<file path="config.mk">
export PLATFORM = sky130hd
export DESIGN_NAME = bms_mul
export DESIGN_NICKNAME = d
export VERILOG_FILES = /design/src/rtl/bms_pkg.sv /design/src/rtl/bms_mul.sv
export SDC_FILE = /design/constraint.sdc
export NUM_CORES = 1
export LEC_CHECK = 0
export BUFFER_PORTS_ARGS = -buffer_cell sky130_fd_sc_hd__buf_2
export CAP_MARGIN = 20
export CORE_MARGIN = 5
export CORE_UTILIZATION = 54
export DETAILED_ROUTE_END_ITERATION = 10
export PLACE_DENSITY = 0.77
export SLEW_MARGIN = 0
export SYNTH_ARGS = -nofsm -noshare
export SYNTH_HDL_FRONTEND = slang
export SYNTH_SLANG_ARGS = --single-unit
</file>
<file path="constraint.sdc">
create_clock -name clk -period 9.11 [get_ports clk]
set_input_delay 1.822 -clock clk [delete_from_list [all_inputs] [get_ports clk]]
set_output_delay 1.822 -clock clk [all_outputs]
set_load 0.01 [all_outputs]
</file>
<file path="src/rtl/bms_pkg.sv">
// Package for the Brent minimizer sequencer: widths, codes, item types and helpers.
// Used by bms_mul, bms_div and brent_minimizer_sequencer; it depends on nothing else.
package bms_pkg;

  localparam int VW = 32;
  localparam int FB = 16;
  localparam int WW = 64;
  localparam int MAG_W = 62;
  localparam int MUL_STEPS = WW;
  localparam int MUL_CNT_W = $clog2(MUL_STEPS);
  localparam int DIV_W = MAG_W + FB;
  localparam int DIV_CNT_W = $clog2(DIV_W);

  typedef logic signed [WW-1:0] wide_t;
  typedef logic signed [VW-1:0] value_t;

  localparam wide_t WMAX = 64'sh3FFF_FFFF_FFFF_FFFF;
  localparam wide_t VMAX = 64'sh0000_0000_7FFF_FFFF;
  localparam wide_t VMIN = -64'sh0000_0000_8000_0000;
  localparam wide_t GOLD = 64'sd25033;

  localparam logic REQ_START = 1'b0;
  localparam logic REQ_VALUE = 1'b1;

  localparam logic [1:0] KIND_PROBE  = 2'd0;
  localparam logic [1:0] KIND_DONE   = 2'd1;
  localparam logic [1:0] KIND_REJECT = 2'd2;

  localparam logic [1:0] CFG_LEFT  = 2'd0;
  localparam logic [1:0] CFG_RIGHT = 2'd1;
  localparam logic [1:0] CFG_TOL   = 2'd2;

  localparam logic [1:0] PH_IDLE  = 2'd0;
  localparam logic [1:0] PH_FIRST = 2'd1;
  localparam logic [1:0] PH_PROBE = 2'd2;

  typedef struct packed {
    logic   req_type;
    value_t func_value;
  } in_item_t;

  typedef struct packed {
    logic [1:0]  result_kind;
    value_t      point;
    value_t      neg_min_value;
    logic [15:0] step_count;
  } out_item_t;

  typedef struct packed {
    logic  start;
    wide_t a;
    wide_t b;
  } op_req_t;

  typedef struct packed {
    logic  done;
    logic  busy;
    wide_t result;
  } op_rsp_t;

  function automatic wide_t widen(input value_t v);
    return {{(WW-VW){v[VW-1]}}, v};
  endfunction

  function automatic wide_t abs_w(input wide_t a);
    return a[WW-1] ? -a : a;
  endfunction

  function automatic wide_t sat_w(input wide_t a);
    wide_t r;
    if (a > WMAX) r = WMAX;
    else if (a < -WMAX) r = -WMAX;
    else r = a;
    return r;
  endfunction

  function automatic value_t sat_v(input wide_t a);
    wide_t r;
    if (a > VMAX) r = VMAX;
    else if (a < VMIN) r = VMIN;
    else r = a;
    return r[VW-1:0];
  endfunction

endpackage

</file>
<file path="src/rtl/bms_mul.sv">
// Bit-serial fixed-point multiplier: one multiplier bit per cycle, saturating result.
// Depends on bms_pkg.
module bms_mul (
  input  logic             clk,
  input  logic             rst,
  input  bms_pkg::op_req_t req,
  output bms_pkg::op_rsp_t rsp
);

  logic [bms_pkg::WW-1:0]        ua;
  logic [bms_pkg::WW-1:0]        mb;
  logic [bms_pkg::WW-1:0]        hi;
  logic [bms_pkg::MUL_CNT_W-1:0] cnt;
  logic                          neg;
  logic                          busy;
  logic                          done;
  logic [bms_pkg::WW:0]          sum;
  bms_pkg::wide_t                mag;
  bms_pkg::wide_t                abs_a;
  bms_pkg::wide_t                abs_b;

  assign abs_a = bms_pkg::abs_w(req.a);
  assign abs_b = bms_pkg::abs_w(req.b);
  assign sum = {1'b0, hi} + (mb[0] ? {1'b0, ua} : '0);

  always_ff @(posedge clk) begin
    if (rst) begin
      busy <= 1'b0;
      done <= 1'b0;
    end else begin
      done <= 1'b0;
      if (req.start) begin
        ua <= abs_a;
        mb <= abs_b;
        hi <= '0;
        cnt <= '0;
        neg <= req.a[bms_pkg::WW-1] ^ req.b[bms_pkg::WW-1];
        busy <= 1'b1;
      end else if (busy) begin
        hi <= sum[bms_pkg::WW:1];
        mb <= {sum[0], mb[bms_pkg::WW-1:1]};
        cnt <= cnt + 1'b1;
        if (cnt == bms_pkg::MUL_CNT_W'(bms_pkg::MUL_STEPS - 1)) begin
          busy <= 1'b0;
          done <= 1'b1;
        end
      end
    end
  end

  always_comb begin
    if (|hi[bms_pkg::WW-1:bms_pkg::MAG_W+bms_pkg::FB-bms_pkg::WW]) begin
      mag = bms_pkg::WMAX;
    end else begin
      mag = {2'b00, hi[bms_pkg::MAG_W+bms_pkg::FB-bms_pkg::WW-1:0],
             mb[bms_pkg::WW-1:bms_pkg::FB]};
    end
  end

  assign rsp.done = done;
  assign rsp.busy = busy;
  assign rsp.result = neg ? -mag : mag;

endmodule

</file>
==> flow_metrics.py <==
metrics = {
    "sta": {
        "skew_ps": 10.6,
        "tns_ps": 0,
        "post-route-period-util_pct": 81.5,
        "setup_violations": 0,
        "slew_headroom_pct": 30.4,
        "slew_viol_final": 0,
        "hold_viol": 0,
        "period_minus_slack_ps": 7430,
        "hold_ws_ps": 501,
        "tightest_slew_ps": 1040,
        "rsz0062_at_grt": "no",
        "fmax_ghz": 0.135,
    },
    "placement": {
        "io_buffers": 196,
        "dp_hpwl_mm": 33.4,
        "gp_congestion": 0.981,
    },
    "cells_and_area": {
        "syn_to_final_growth_pct": 12.5,
        "drive_above_1_share_pct": 15.1,
        "multi_input_area_mm2": 0.00940,
        "fill_cells": 2459,
        "diodes": 0,
        "fin_util_pct": 61.8,
        "seq_area_mm2": 0.00602,
        "nNetsFinal": 2116,
    },
    "clock_tree": {
        "cts_root_buffer": "clkbuf_16",
        "clkTransAtPathRegs_ps": 60,
        "htree_levels": 1,
        "post-cts-setup-buffer-count": 0,
        "max-clock-path-buffers": 3,
        "ctsHoldBuffers": 0,
        "post_cts_resize_count": 0,
        "insertion_delay_ps": 510,
        "cts_tree": "done",
        "numCtsBuffers": 23,
        "cts.sinks": 201,
    },
    "logic_synthesis": {
        "yosysWarnings": 0,
        "synthTopCellsByArea": "edfxtp_1, xor2_1, nor2_1",
        "synth_nets": 1978,
        "synth_edf_count": 199,
        "syn_area_per_cell_um2": 8.92,
        "yosysSeqAreaShare_pct": 37.9,
        "syn-cell-area_mm2": 0.0159,
        "synth_cell_types": 84,
        "synth_area_leader_cell": "edfxtp_1",
        "synth-seq-cells": 201,
        "yosysTopAreaCellShare_pct": 37.7,
        "ys_async_sr_fraction_pct": 0,
        "synth_most_common_cell": "nor2_1",
        "synth_ff_type": "edfxtp_1",
        "synth_common_cells": "nor2_1, edfxtp_1, a21oi_1, nand2_1, xor2_1",
        "syn_inst": 1778,
    },
    "pwr": {
        "total_power_mw": 2.86,
        "leakage_nw": 6.74,
        "ir_worst_vdd_mv": 0.105,
        "p_per_area_mw_per_mm2": 160,
    },
    "grt": {
        "grt_max_degree": 104,
        "grt_pass1_vias": 13400,
        "globalRoute.totalOverflow": 0,
        "antenna_found_initial": 0,
        "grt_use_total_pct": 25.4,
        "grt_pass1_wl_mm": 70.1,
    },
    "floorplanning": {
        "rows": 62,
        "die_x_um": 181,
        "core_mm2": 0.0289,
        "io_pins": 197,
        "die-area_mm2": 0.0329,
        "die_h_um": 181,
        "initial_core_util_pct": 55.0,
    },
    "detailed_routing": {
        "ant_nets": 0,
        "via_count": 14200,
        "viasPerCell": 6.15,
        "drt_iter0_markers": 1445,
        "wl_mm": 43.7,
        "dr.pass1.iters": 5,
        "wl_per_cell_um": 18.9,
        "drcViolationCount": 0,
    },
    "status": {
        "outcome": "complete, no violations",
    },
    "worst_setup_path": {
        "crit_arrival_ps": 5600,
        "worstPathRequired_ps": 7290,
        "critical_path.startpoint_type": "flip-flop",
        "crit_type": "reg2out",
        "crit_path_end_kind": "output pin",
        "critPathMaxFanout": 48,
    },
    "worst_hold_path": {
        "min_path_type": "reg2reg",
    },
    "run": {
        "cap_violations": 0,
    },
}
-- registers in the layout, summed over array words and instances (netlist names) --
signal,flops
hi,64
neg,1
ua,64
busy,1
cnt,6
done,1
mb,64
-- where the power goes --
| part | switching, mW | internal (mW) |
|---|---|---|
| Sequential | 0.0567 | 1.13 |
| Combinational | 0.447 | 0.278 |
| Clock | 0.376 | 0.580 |
-- metrics by stage --
| step | setup slack [ps] | cell area (um2) | cells |
|---|---|---|---|
| after floorplan | 517 | 15900 | 1778 |
| after global placement | 2430 | 17000 | 2274 |
| after detailed placement | 2310 | 17000 | 2274 |
| after CTS | 1730 | 17800 | 2314 |
| after global routing | 1390 | 17800 | 2315 |
| final | 1680 | 17800 | 2315 |
-- routing by layer --
metal  part of all wire [%]  routed length [um]  GRT usage, %
met1                     44               19100          36.3
met2                     45               19600          40.9
met3                    9.0                3940          4.12
met4                    2.4                1040          6.09
met5                      0                   0             0
-- layout by cell type (no fill, tap or decap), types with 4 or more instances in the layout --
master	synthesis	routed
bufinv_16	0	4
ha_1	68	68
mux2_2	4	4
buf_2	2	195
a21o_1	35	35
buf_4	2	7
a211oi_1	14	14
o21bai_1	16	16
or4_4	7	7
o31ai_1	45	45
or3_1	25	25
nand3_1	35	35
or4_1	26	26
nand4_1	23	23
xor2_1	119	119
o21ai_1	9	9
nor4_1	30	30
o21ai_0	111	111
a31oi_1	5	5
nand2b_1	12	12
xnor2_1	96	96
o41ai_1	24	24
a21boi_0	8	8
o211ai_1	6	6
a21oi_1	148	148
nand3b_1	4	4
o311ai_0	21	21
edfxtp_1	199	199
or3_4	6	6
or2_2	8	8
nand2_1	134	134
nor2b_1	5	5
o21a_1	8	8
inv_1	26	26
clkbuf_16	0	23
nor3_1	36	36
and3_1	7	7
and2_1	72	72
nor2_1	238	236
clkinv_1	1	5
-- path summary, 6_finish.rpt --
kind | start | end | slack, ps | cells after the start
max | hi[52] | rsp[52] | 1680 | 13
min | busy | done | 500 | 1
max reg2reg | mb[0] | hi[59] | 4140 | 14
min reg2reg | busy | done | 500 | 1
-- final cells by class --
type	count	share of cell area (%)
clock inverter	17	1.17
inverter	27	0.568
timing repair buffer	204	5.94
clock buffer	23	3.23
multi-input combinational	1459	52.7
sequential	201	33.7
tap	384	2.69
-- kinds of logic (layout without fill, tap and decap cells) --
family | after synthesis | after routing | synth area share [%]
AO/OA/AOI/OAI | 476 | 476 | 19.0
XOR/XNOR | 215 | 215 | 11.9
AND/OR/NAND/NOR | 694 | 694 | 22.5
flip-flops | 201 | 201 | 37.9
multiplexers | 5 | 5 | 0.347
buffers and inverters | 118 | 271 | 2.90
adder cells (fa/ha/maj) | 69 | 69 | 5.49
-- worst max-delay path: stages (launching register included) --
cell	delay, ps
edfxtp_1	400
nor4_1	440
nand4_1	200
or4_4	850
nor2_1	270
ha_1	210
or3b_2	470
nor2_1	320
nand2_1	120
o41ai_1	670
a21boi_0	640
a211oi_1	150
a21o_1	180
buf_2	130
No activity file was read; power rests on OpenSTA's default activity.
