`src/rtl/bms_pkg.sv`:
```
// Package for the Brent minimizer sequencer: widths, codes, item types and helpers.
// Used by bms_mul, bms_div and brent_minimizer_sequencer; it depends on nothing else.
package bms_pkg;

  localparam int VW = 32;
  localparam int FB = 16;
  localparam int WW = 64;
  localparam int MAG_W = 62;
  localparam int MUL_STEPS = WW;
  localparam int MUL_CNT_W = $clog2(MUL_STEPS);
  localparam int DIV_W = MAG_W + FB;
  localparam int DIV_CNT_W = $clog2(DIV_W);

  typedef logic signed [WW-1:0] wide_t;
  typedef logic signed [VW-1:0] value_t;

  localparam wide_t WMAX = 64'sh3FFF_FFFF_FFFF_FFFF;
  localparam wide_t VMAX = 64'sh0000_0000_7FFF_FFFF;
  localparam wide_t VMIN = -64'sh0000_0000_8000_0000;
  localparam wide_t GOLD = 64'sd25033;

  localparam logic REQ_START = 1'b0;
  localparam logic REQ_VALUE = 1'b1;

  localparam logic [1:0] KIND_PROBE  = 2'd0;
  localparam logic [1:0] KIND_DONE   = 2'd1;
  localparam logic [1:0] KIND_REJECT = 2'd2;

  localparam logic [1:0] CFG_LEFT  = 2'd0;
  localparam logic [1:0] CFG_RIGHT = 2'd1;
  localparam logic [1:0] CFG_TOL   = 2'd2;

  localparam logic [1:0] PH_IDLE  = 2'd0;
  localparam logic [1:0] PH_FIRST = 2'd1;
  localparam logic [1:0] PH_PROBE = 2'd2;

  typedef struct packed {
    logic   req_type;
    value_t func_value;
  } in_item_t;

  typedef struct packed {
    logic [1:0]  result_kind;
    value_t      point;
    value_t      neg_min_value;
    logic [15:0] step_count;
  } out_item_t;

  typedef struct packed {
    logic  start;
    wide_t a;
    wide_t b;
  } op_req_t;

  typedef struct packed {
    logic  done;
    logic  busy;
    wide_t result;
  } op_rsp_t;

  function automatic wide_t widen(input value_t v);
    return {{(WW-VW){v[VW-1]}}, v};
  endfunction

  function automatic wide_t abs_w(input wide_t a);
    return a[WW-1] ? -a : a;
  endfunction

  function automatic wide_t sat_w(input wide_t a);
    wide_t r;
    if (a > WMAX) r = WMAX;
    else if (a < -WMAX) r = -WMAX;
    else r = a;
    return r;
  endfunction

  function automatic value_t sat_v(input wide_t a);
    wide_t r;
    if (a > VMAX) r = VMAX;
    else if (a < VMIN) r = VMIN;
    else r = a;
    return r[VW-1:0];
  endfunction

endpackage

```
`src/rtl/bms_div.sv`:
```
// Restoring fixed-point divider: one quotient bit per cycle, saturating result.
// Depends on bms_pkg.
module bms_div (
  input  logic             clk,
  input  logic             rst,
  input  bms_pkg::op_req_t req,
  output bms_pkg::op_rsp_t rsp
);

  logic [bms_pkg::WW-1:0]        rem;
  logic [bms_pkg::WW-1:0]        uq;
  logic [bms_pkg::DIV_W-1:0]     dvd;
  logic [bms_pkg::DIV_W-1:0]     quo;
  logic [bms_pkg::DIV_CNT_W-1:0] cnt;
  logic                          neg;
  logic                          zero;
  logic                          busy;
  logic                          done;
  logic [bms_pkg::WW-1:0]        r2;
  logic                          ge;
  bms_pkg::wide_t                abs_p;
  bms_pkg::wide_t                abs_q;
  bms_pkg::wide_t                mag;

  assign abs_p = bms_pkg::abs_w(req.a);
  assign abs_q = bms_pkg::abs_w(req.b);
  assign r2 = {rem[bms_pkg::WW-2:0], dvd[bms_pkg::DIV_W-1]};
  assign ge = r2 >= uq;

  always_ff @(posedge clk) begin
    if (rst) begin
      busy <= 1'b0;
      done <= 1'b0;
    end else begin
      done <= 1'b0;
      if (req.start) begin
        uq <= abs_q;
        dvd <= {abs_p[bms_pkg::MAG_W-1:0], {bms_pkg::FB{1'b0}}};
        rem <= '0;
        quo <= '0;
        cnt <= '0;
        neg <= req.a[bms_pkg::WW-1] ^ req.b[bms_pkg::WW-1];
        zero <= (abs_q == '0);
        busy <= 1'b1;
      end else if (busy) begin
        rem <= ge ? r2 - uq : r2;
        quo <= {quo[bms_pkg::DIV_W-2:0], ge};
        dvd <= {dvd[bms_pkg::DIV_W-2:0], 1'b0};
        cnt <= cnt + 1'b1;
        if (cnt == bms_pkg::DIV_CNT_W'(bms_pkg::DIV_W - 1)) begin
          busy <= 1'b0;
          done <= 1'b1;
        end
      end
    end
  end

  always_comb begin
    if (zero) mag = '0;
    else if (|quo[bms_pkg::DIV_W-1:bms_pkg::MAG_W]) mag = bms_pkg::WMAX;
    else mag = {2'b00, quo[bms_pkg::MAG_W-1:0]};
  end

  assign rsp.done = done;
  assign rsp.busy = busy;
  assign rsp.result = neg ? -mag : mag;

endmodule

```
`config.mk`:
```
export PLATFORM = sky130hd
export DESIGN_NAME = bms_div
export DESIGN_NICKNAME = d
export VERILOG_FILES = /design/src/rtl/bms_pkg.sv /design/src/rtl/bms_div.sv
export SDC_FILE = /design/constraint.sdc
export NUM_CORES = 1
export LEC_CHECK = 0
export ABC_AREA = 1
export BUFFER_PORTS_ARGS = -buffer_cell sky130_fd_sc_hd__clkbuf_2
export CAP_MARGIN = 30
export CORE_AREA = 8 8 314 316
export DETAILED_ROUTE_END_ITERATION = 7
export DIE_AREA = 0 0 322 324
export GPL_TIMING_DRIVEN = 0
export PLACE_DENSITY_LB_ADDON = 0.3
export SKIP_LAST_GASP = 1
export SYNTH_ARGS = -nofsm -noshare
export SYNTH_HDL_FRONTEND = slang
export SYNTH_SLANG_ARGS = --single-unit
```
`constraint.sdc`:
```
create_clock -name clk -period 18.7 [get_ports clk]
set_clock_uncertainty 0.2 [all_clocks]
set_input_delay 4.675 -clock clk [delete_from_list [all_inputs] [get_ports clk]]
set_output_delay 4.675 -clock clk [all_outputs]
set_load 0.01 [all_outputs]
```
==> results.json, run 1 <==
{
  "status": "completed",
  "cp.arrival_ns": 3.27,
  "cts-root-buf": "clkbuf_16",
  "fp.dieH_um": 324,
  "clkTransAtPathRegs_ns": 0.06,
  "yosysSeqAreaShare_pct": 35.8,
  "start_kind": "register",
  "crit_path_end_kind": "output pin",
  "ys_ff_latch": 278,
  "cp_cell_sequence": "nor2_1 -> nand3_1 -> nor2_2 -> buf_4 -> nand2_2 -> o21ai_2 -> nand2_1 -> nor2_1 -> nand2_1 -> o21ai_1 -> nand2_1 -> xnor2_1 -> clkbuf_2",
  "instances_no_fill": 5041,
  "drive_gt1_share_pct": 8.56,
  "final-max-slew-violation-count": 0,
  "dp_hpwl_mm": 76.6,
  "post_cts_buffers": 0,
  "clkSinkCount": 278,
  "critPathSlowestCell": "edfxtp_1",
  "cts_tree": "yes",
  "drt_first_iter_violations": 2022,
  "routabilityCongestion": 0.973,
  "grt_max_degree": 36,
  "timing_hold_violations_final": 0,
  "fin_nets": 3951,
  "portBuffers": 193,
  "async_reset_ff_share_pct": 0,
  "synth_area_leaders": "edfxtp_1 (36%), nand2_1 (16%), nor2_1 (11%)",
  "slew_headroom_pct": 33.1,
  "stdcell_area_um2": 27200,
  "period_needed_ns": 8.15,
  "syn_area_um2": 23200,
  "timing.fmax_mhz": 123,
  "synthFlopType": "edfxtp_1",
  "worstPathRequired_ns": 13.82,
  "synth_cell_types": 46,
  "drt-pass1-iter-count": 7,
  "synth-edff-count": 276,
  "maxCapViolCount": 0,
  "cp_common_cell": "nand2_1",
  "timing.hold.ws_ns": 0.320,
  "rows": 113,
  "synth_top_area_cell": "edfxtp_1",
  "synth_top_area_share_pct": 35.7,
  "die_w_um": 322,
  "finalSetupViolations": 0,
  "max_stage_delay_ns": 0.39,
  "syn_inst": 3508,
  "layout_common_cells": "nand2_1 (979), nor2_1 (673), inv_1 (470), edfxtp_1 (276), nand3_1 (254)",
  "grt_pass1_vias": 23100,
  "via_per_inst": 4.69,
  "vias": 23600,
  "wl_mm": 90.8,
  "tightest_slew_ns": 1.00,
  "peakVddDrop_v": 0.0000496,
  "ant_nets": 0,
  "start_util_pct": 24.8,
  "cts_buffers": 34,
  "path_class": "register to output pin",
  "synth_fp_nets": 3710,
  "p_per_area_nw_per_um2": 74.3,
  "insertion_delay_ns": 0.55,
  "dpl.cell_count": 4978,
  "dieArea_um2": 104000,
  "htree_levels": 2,
  "gr-total-overflow": 0,
  "boundaryPins": 197,
  "grt.total_usage_pct": 16.9,
  "drcViolationCount": 0,
  "syn_avg_cell_area_um2": 6.62,
  "area_growth_pct": 16.9,
  "rsz0062_at_grt": "false",
  "grt_pass1_wl_mm": 138,
  "hold_class": "register to register",
  "wl_per_cell_um": 18.0,
  "core_um2": 93900,
  "cts_hold_buf": 0,
  "ys.warnings.count": 0,
  "final_common_cell": "nand2_1",
  "place_area_um2": 26100,
  "period_share_pct": 43.6,
  "post_cts_resized": 0,
  "clock_path_buffers": 3,
  "leakage_nw": 12.2,
  "cp_max_fo": 10,
  "fill_cells": 10600,
  "antenna_found_initial": 6
}
[sequential cells by signal, summed over array words and instances (netlist names)]
register / flops
dvd: 62
busy: 1
uq: 64
cnt: 7
done: 1
neg: 1
quo: 78
rem: 63
zero: 1
[synthesized netlist by cell type, types with 6 or more instances]
cell type	count
buf_4	11
o21ai_2	7
nand3b_1	22
o21bai_1	19
nor4_1	11
nor2_2	10
nor3_1	32
nand4_1	71
a21oi_1	103
xor2_1	99
a21o_1	10
buf_2	9
nor2_1	674
nand3_1	254
inv_1	470
a31oi_1	17
a21boi_0	6
o21ai_1	13
and2_1	6
o21a_1	9
buf_6	8
nand2_1	979
nand2_2	14
o21ai_0	192
clkbuf_1	54
edfxtp_1	276
ha_1	70
xnor2_1	21
[power breakdown]
part	total (mW)	internal, mW	switching [mW]
clock network	0.660	0.384	0.277
logic	0.592	0.181	0.411
registers	0.765	0.746	0.0186
[cell families after synthesis]
kind of cell / count (synthesis) / synth area share (%)
AOI/OAI and AO/OA: 385 / 9.07
xor gates and xnor gates: 120 / 4.52
adders and majority gates: 71 / 3.86
buffers and inverters: 564 / 9.60
DFF: 278 / 35.8
and+or+nand+nor: 2090 / 37.1
[area by class of cell]
| class | instances | area, µm² | share of cell area [%] |
|---|---|---|---|
| well taps | 1265 | 1580 | 5.83 |
| clock buffers | 42 | 881 | 3.24 |
| inverters | 476 | 1790 | 6.58 |
| multi-input cells | 2666 | 12700 | 46.7 |
| clock inverters | 18 | 221 | 0.815 |
| repair buffers | 205 | 1220 | 4.50 |
| diodes | 3 | 7.51 | 0.0276 |
| flip-flops and latches | 278 | 8330 | 30.7 |
| plain buffers | 88 | 444 | 1.63 |
[per-stage QoR]
step	setup WS, ns	total power, mW	utilization (%)	setup TNS (ns)
6_report	10.55	2.02	28.9	0
5_1_grt	10.27	2.13	28.9	0
3_5_place_dp	10.43	1.36	27.8	0
2_1_floorplan	2.16	1.16	-	0
4_1_cts	10.49	2.04	28.9	0
3_3_place_gp	-4.23	1.37	27.5	-762.66
[worst max-delay path, delay by kind of cell, from the launching register on]
kind / cells / cell delay [ns]
AND/OR/NAND/NOR: 8 / 1.14
AO/OA/AOI/OAI: 2 / 0.47
buffers and inverters: 2 / 0.44
flip-flops: 1 / 0.39
XOR/XNOR: 1 / 0.27
[final timing paths]
kind / slack, ns / to / startpoint / depth (start not counted)
worst min-delay path: 0.32 / dvd[55]$_DFFE_PP_ / dvd[54]$_DFFE_PP_ / 2
worst max register to register: 14.75 / rem[46]$_SDFFCE_PP0P_ / dvd[77]$_DFFE_PP_ / 14
worst min register to register: 0.32 / dvd[55]$_DFFE_PP_ / dvd[54]$_DFFE_PP_ / 2
worst max-delay path: 10.55 / rsp[30] / quo[67]$_SDFFCE_PP0P_ / 13
[layer usage]
metal / part of all wire [%] / GRT usage (%) / wire length [µm]
met2: 46 / 28.4 / 42100
met4: 3.6 / 5.84 / 3260
met1: 45 / 22.3 / 40900
met5: 0.044 / 0 / 40
met3: 5.0 / 2.02 / 4580
(Power assumes the default switching activity.)
==> run 2, diff against run 1 <==
clock period = 7.4 ns   (was 18.7 ns; I/O delays follow)
==> run 2 against run 1 <==
Routed wire length grew 0.27%. Combinational power grew to 2.5 times the previous value. Clock power grew 150%. Design area is essentially flat. Die area is the same. Global-route usage is essentially flat. Sequential cell count is the same. Clock-buffer cell count shrank 1. Worst setup slack lost 8.6 ns. Critical path type unchanged. Largest cell class unchanged.
==> results.json, run 2 (synthesis results as in run 1) <==
{
  "status": "completed",
  "drt_first_iter_violations": 1899,
  "finalSetupViolations": 0,
  "hold_class": "register to register",
  "leakage_nw": 12.2,
  "wl_mm": 91.1,
  "clock_path_buffers": 3,
  "combPwrFrac_pct": 29.7,
  "period_needed_ns": 5.41,
  "htree_levels": 2,
  "cts_buffers": 35,
  "p_per_area_nw_per_um2": 186,
  "max_stage_delay_ns": 0.46,
  "clkSinkCount": 278,
  "timing.fmax_mhz": 185,
  "p_clk_share_pct": 32.1,
  "portBuffers": 193,
  "fin_nets": 3952,
  "grt.total_usage_pct": 16.9,
  "grt_pass1_vias": 22900,
  "largest_register_ffs": 78,
  "cts_hold_buf": 0,
  "critPathSlowestCell": "clkbuf_1",
  "top_regs": "quo x78, uq x64, rem x63",
  "switching_share_pct": 35.5,
  "post_cts_buffers": 0,
  "dp_hpwl_mm": 76.8,
  "period_share_pct": 73.2,
  "path_class": "register to output pin",
  "dieArea_um2": 104000,
  "pwr-share-seq_pct": 38.2,
  "clkTransAtPathRegs_ns": 0.06,
  "rows": 113,
  "antenna_found_initial": 7,
  "routabilityCongestion": 0.959,
  "drcViolationCount": 0,
  "hold_start": "dvd[33]$_DFFE_PP_",
  "rr_startpoint": "dvd[77]$_DFFE_PP_",
  "reg2reg_to": "rem[46]$_SDFFCE_PP0P_",
  "worstPathRequired_ns": 5.35,
  "grt_max_degree": 36,
  "start_util_pct": 24.8,
  "fp.dieH_um": 324,
  "p_sw_mw": 1.80,
  "wl_per_cell_um": 18.1,
  "cp_cell_sequence": "inv_1 -> clkbuf_1 -> clkbuf_1 -> o21ai_0 -> inv_1 -> nor2_1 -> nand2_1 -> nor3_1 -> o21ai_0 -> clkbuf_2",
  "vias": 23600,
  "drive_gt1_share_pct": 8.66,
  "p_total_mw": 5.06,
  "ant_nets": 0,
  "die_w_um": 322,
  "internal-power_mw": 3.26,
  "cts-root-buf": "clkbuf_16",
  "final_common_cell": "nand2_1",
  "maxCapViolCount": 0,
  "cts_tree": "yes",
  "place_ws_ns": 1.83,
  "via_per_inst": 4.68,
  "timing_hold_violations_final": 0,
  "tightest_slew_ns": 0.964,
  "rsz0062_at_grt": "false",
  "gr-total-overflow": 0,
  "hold_end": "dvd[34]$_DFFE_PP_",
  "final-max-slew-violation-count": 0,
  "crit_path_end_kind": "output pin",
  "area_growth_pct": 16.9,
  "cp.arrival_ns": 3.36,
  "cp_max_fo": 10,
  "regMostFlops": "quo",
  "hold_depth": 2,
  "r2r_setup_slack_ns": 3.60,
  "post_cts_resized": 0,
  "grt_pass1_wl_mm": 137,
  "start_kind": "register",
  "peakVddDrop_v": 0.000123,
  "core_um2": 93900,
  "setup_ws_ns": 1.99,
  "boundaryPins": 197,
  "slew_headroom_pct": 35.7,
  "insertion_delay_ns": 0.56,
  "timing.reg2reg.worst_path_depth": 14,
  "drt-pass1-iter-count": 6,
  "layout_common_cells": "nand2_1 (979), nor2_1 (673), inv_1 (470), edfxtp_1 (276), nand3_1 (254)"
}
[run 2: cell types whose count changed in the layout (fill, tap and decap cells not counted), sizes merged]
cell	delta
clkbuf	-1
bufinv	-2
diode	+1
clkinvlp	+1
clkinv	+4
[run 2: per-layer routing]
| metal | GRT usage [%] | vias up | routed length (µm) |
|---|---|---|---|
| met2 | 28.8 | 619 | 42500 |
| met4 | 5.40 | 4 | 3040 |
| met3 | 2.16 | 133 | 4280 |
| li1 | - | 11800 | - |
| met5 | 0 | - | 27 |
| met1 | 22.1 | 11000 | 41200 |
[run 2: layout make-up]
type                       instances  area [µm²]
antenna                            4        10.0
buffer                            88         444
inverter                         476        1790
clock buffer                      41         898
tap                             1265        1580
sequential                       278        8330
clock inverter                    21         180
fill                           10600       66700
multi-input combinational       2666       12700
timing repair buffer             205        1240
[run 2: power by group through the flow]
stage | Sequential [mW] | Clock, mW | Combinational, mW
2_1_floorplan | 1.96 | 0 | 0.946
3_3_place_gp | 1.98 | 0 | 1.47
3_5_place_dp | 1.96 | 0 | 1.49
4_1_cts | 1.93 | 1.68 | 1.50
5_1_grt | 1.94 | 1.73 | 1.66
6_report | 1.93 | 1.63 | 1.50
[run 2: critical path: cells and delay by family (launching register included)]
| kind | cells | cell delay, ns |
|---|---|---|
| AOI/OAI and AO/OA | 2 | 0.72 |
| and+or+nand+nor | 3 | 0.20 |
| DFF | 1 | 0.40 |
| buffers and inverters | 5 | 1.48 |
[run 2: worst max-delay path by stage]
stage | from | endpoint | slack [ns] | cells after the start
2_1_floorplan | req[128] | busy$_SDFF_PP0_ | 0.70 | 6
3_3_place_gp | req[128] | busy$_SDFF_PP0_ | -2.01 | 6
3_5_place_dp | req[128] | quo[50]$_SDFFCE_PP0P_ | 1.83 | 9
4_1_cts | quo[63]$_SDFFCE_PP0P_ | rsp[21] | 2.01 | 11
5_1_grt | quo[63]$_SDFFCE_PP0P_ | rsp[59] | 1.77 | 16
6_report | zero$_DFFE_PP_ | rsp[63] | 1.99 | 10
[run 2: per-stage QoR]
| step | hold slack [ns] | instance area (µm²) | utilization, % | setup TNS, ns | std cells |
|---|---|---|---|---|---|
| final | 0.329 | 27200 | 28.9 | 0 | 5044 |
| after global routing | 0.349 | 27200 | 28.9 | 0 | 5042 |
| after global placement | 0.303 | 25800 | 27.5 | -450.27 | 4966 |
| after floorplan | 0.294 | 23200 | - | 0 | 3508 |
| after CTS | 0.327 | 27200 | 28.9 | 0 | 5040 |
| after detailed placement | 0.312 | 26100 | 27.8 | 0 | 4978 |
==> run 3, diff against run 2 <==
ABC_AREA = 0   (was 1)
CORE_AREA = 8 8 294 296   (was 8 8 314 316)
DIE_AREA = 0 0 302 304   (was 0 0 322 324)
clock period = 4.35 ns   (was 7.4 ns; I/O delays follow)
==> run 3 against run 2 <==
The flow now finishes with violations (negative setup slack). First-iteration DRC count is 23% lower. Critical path depth is 3 higher. Core utilization is 3.0 points higher. Sequential cell count stayed put. Synthesized area is 13% lower.
==> results.json, run 3 <==
{
  "synth-edff-count": 276,
  "drive_gt1_share_pct": 22.1,
  "period_share_pct": 118,
  "syn_area_um2": 20200,
  "worstPathRequired_ns": 3.06,
  "layout_common_cells": "edfxtp_1 (276), nor2_1 (258), clkbuf_2 (149), a21oi_1 (149), nand2_1 (129)",
  "route.top_layer_used": "met5",
  "fp.dieH_um": 304,
  "path_class": "register to output pin",
  "maxCapViolCount": 0,
  "tightest_slew_ns": 1.12,
  "final-max-slew-violation-count": 0,
  "grt_max_degree": 34,
  "insertion_delay_ns": 0.57,
  "cts_buffers": 36,
  "synth.top_cells.by_count": "nor2_1 (277), edfxtp_1 (276), o21ai_0 (169), a21oi_1 (159), nand2_1 (140)",
  "timing.reg2reg.worst_path_depth": 15,
  "gr-total-overflow": 0,
  "period_needed_ns": 5.13,
  "boundaryPins": 197,
  "wl_met1_mm": 32.4,
  "ys_ff_latch": 278,
  "cp_max_fo": 5,
  "cp_cell_sequence": "nor4_4 -> nand4_1 -> buf_4 -> buf_6 -> or4b_4 -> nor3_4 -> a21oi_4 -> or3_4 -> buf_4 -> nor2_2 -> a21boi_2 -> xor2_2 -> buf_2",
  "portBuffers": 190,
  "setup_ws_ns": -0.781,
  "antenna_found_initial": 6,
  "met2_length_mm": 32.9,
  "finalSetupViolations": 59,
  "dpl.cell_count": 3489,
  "yosysSeqAreaShare_pct": 41.2,
  "final_common_cell": "edfxtp_1",
  "drt-pass1-iter-count": 7,
  "ant_nets": 0,
  "routabilityCongestion": 0.940,
  "violations": "negative setup slack",
  "slew_headroom_pct": 25.3,
  "synth_top_area_cell": "edfxtp_1",
  "ys.warnings.count": 0,
  "wl_mm": 73.4,
  "syn_avg_cell_area_um2": 9.10,
  "synth_cell_types": 76,
  "instances_no_fill": 3641,
  "rows": 105,
  "hold_class": "register to register",
  "timing_hold_violations_final": 0,
  "grt_pass1_vias": 18300,
  "die_w_um": 302,
  "cp.arrival_ns": 3.84,
  "wl_met3_mm": 5.34,
  "clock_path_buffers": 3,
  "timing.fmax_mhz": 195,
  "yosysMostFrequentCell": "nor2_1",
  "cts_tree": "yes",
  "p_per_area_nw_per_um2": 340,
  "largest_register_ffs": 78,
  "regMostFlops": "quo",
  "synthFlopType": "edfxtp_1",
  "area_growth_pct": 28.9,
  "multi_input_area_um2": 12100,
  "grt_pass1_wl_mm": 111,
  "peakVddDrop_v": 0.000233,
  "dieArea_um2": 91800,
  "syn_inst": 2218,
  "cp_common_cell": "buf_4",
  "rsz0062_at_grt": "true",
  "start_util_pct": 24.7,
  "hold_depth": 1,
  "p_total_mw": 8.85,
  "crit_path_end_kind": "output pin",
  "clkTransAtPathRegs_ns": 0.06,
  "status": "finished with violations",
  "place_area_um2": 22900,
  "synth_fp_nets": 2420,
  "htree_levels": 2,
  "leakage_nw": 9.69,
  "fin_nets": 2745,
  "critPathSlowestCell": "or4b_4",
  "vias": 18600,
  "cts-root-buf": "clkbuf_16",
  "async_reset_ff_share_pct": 0,
  "final_util_pct": 31.9,
  "synth_area_leaders": "edfxtp_1 (41%), nor2_1 (5.1%), xnor2_1 (4.9%)",
  "synth_top_area_share_pct": 41.0,
  "core_um2": 81600,
  "start_kind": "register",
  "seq_area_um2": 8330,
  "fill_cells": 8465,
  "drcViolationCount": 0,
  "drt_first_iter_violations": 1455,
  "wl_per_cell_um": 20.2,
  "via_per_inst": 5.12,
  "max_stage_delay_ns": 0.59,
  "dp_hpwl_mm": 55.6,
  "grt.total_usage_pct": 15.3,
  "stdcell_area_um2": 26000,
  "clkSinkCount": 278,
  "top_regs": "quo x78, uq x64, rem x63"
}
## run 3: where the power goes
part           switching [mW]  internal, mW
logic                    1.50         0.961
clock network            1.27          1.78
registers               0.133          3.22
## run 3: repair_timing
action | in CTS | in global routing
gates resized for setup | 163 | 191
hold buffers | 0 | 0
endpoints found under the setup margin | 131 | 130
buffers inserted | 49 | 45
pin swaps | 55 | 85
## run 3: cell type report
type | count | share of cell area [%]
inverters | 100 | 1.44
clock inverters | 24 | 0.990
flip-flops and latches | 278 | 32.0
diodes | 1 | 0.00961
clock buffers | 41 | 3.53
plain buffers | 117 | 2.61
multi-input cells | 1721 | 46.7
repair buffers | 289 | 7.61
well taps | 1070 | 5.14
## run 3: metrics by stage
step / setup TNS (ns) / hold slack (ns) / setup slack (ns)
5_1_grt: -39.26 / 0.344 / -0.928
2_1_floorplan: -159.68 / 0.309 / -0.760
4_1_cts: -30.26 / 0.340 / -0.796
6_report: -30.81 / 0.334 / -0.781
3_3_place_gp: -657.91 / 0.328 / -2.53
3_5_place_dp: -97.11 / 0.333 / -1.47
## run 3: path summary, 6_finish.rpt
| path | startpoint | to | slack (ns) |
|---|---|---|---|
| max | quo[72]$_SDFFCE_PP0P_ | rsp[59] | -0.78 |
| min | busy$_SDFF_PP0_ | done$_SDFF_PP0_ | 0.33 |
| max reg2reg | uq[0]$_DFFE_PP_ | rem[62]$_SDFFCE_PP0P_ | 0.17 |
| min reg2reg | busy$_SDFF_PP0_ | done$_SDFF_PP0_ | 0.33 |
## run 3: cells by family (layout without fill, tap and decap cells)
logic type               Yosys count  count (layout)  synth area share (%)
AND/OR/NAND/NOR                  798             798                  19.9
AO/OA/AOI/OAI                    581             581                  18.1
flip-flops                       278             278                  41.2
XOR/XNOR                         226             226                  9.80
buffers and inverters            219             571                  4.21
adder cells (fa/ha/maj)           71              71                  4.44
multiplexers                      45              45                  2.28
other                              0               1                     0
## run 3: routing by layer
metal  track usage, %  vias to the layer above
met5                0                        -
met4             5.44                       10
met3             3.27                      166
met2             24.1                      680
met1             20.5                     8993
li1                 -                     8785
## run 3: critical path: cells and delay by family, from the launching register on
family                 cells  cell delay, ns
AND/OR/NAND/NOR            6            1.89
buffers and inverters      4            0.64
flip-flops                 1            0.43
AO/OA/AOI/OAI              2            0.18
XOR/XNOR                   1            0.16
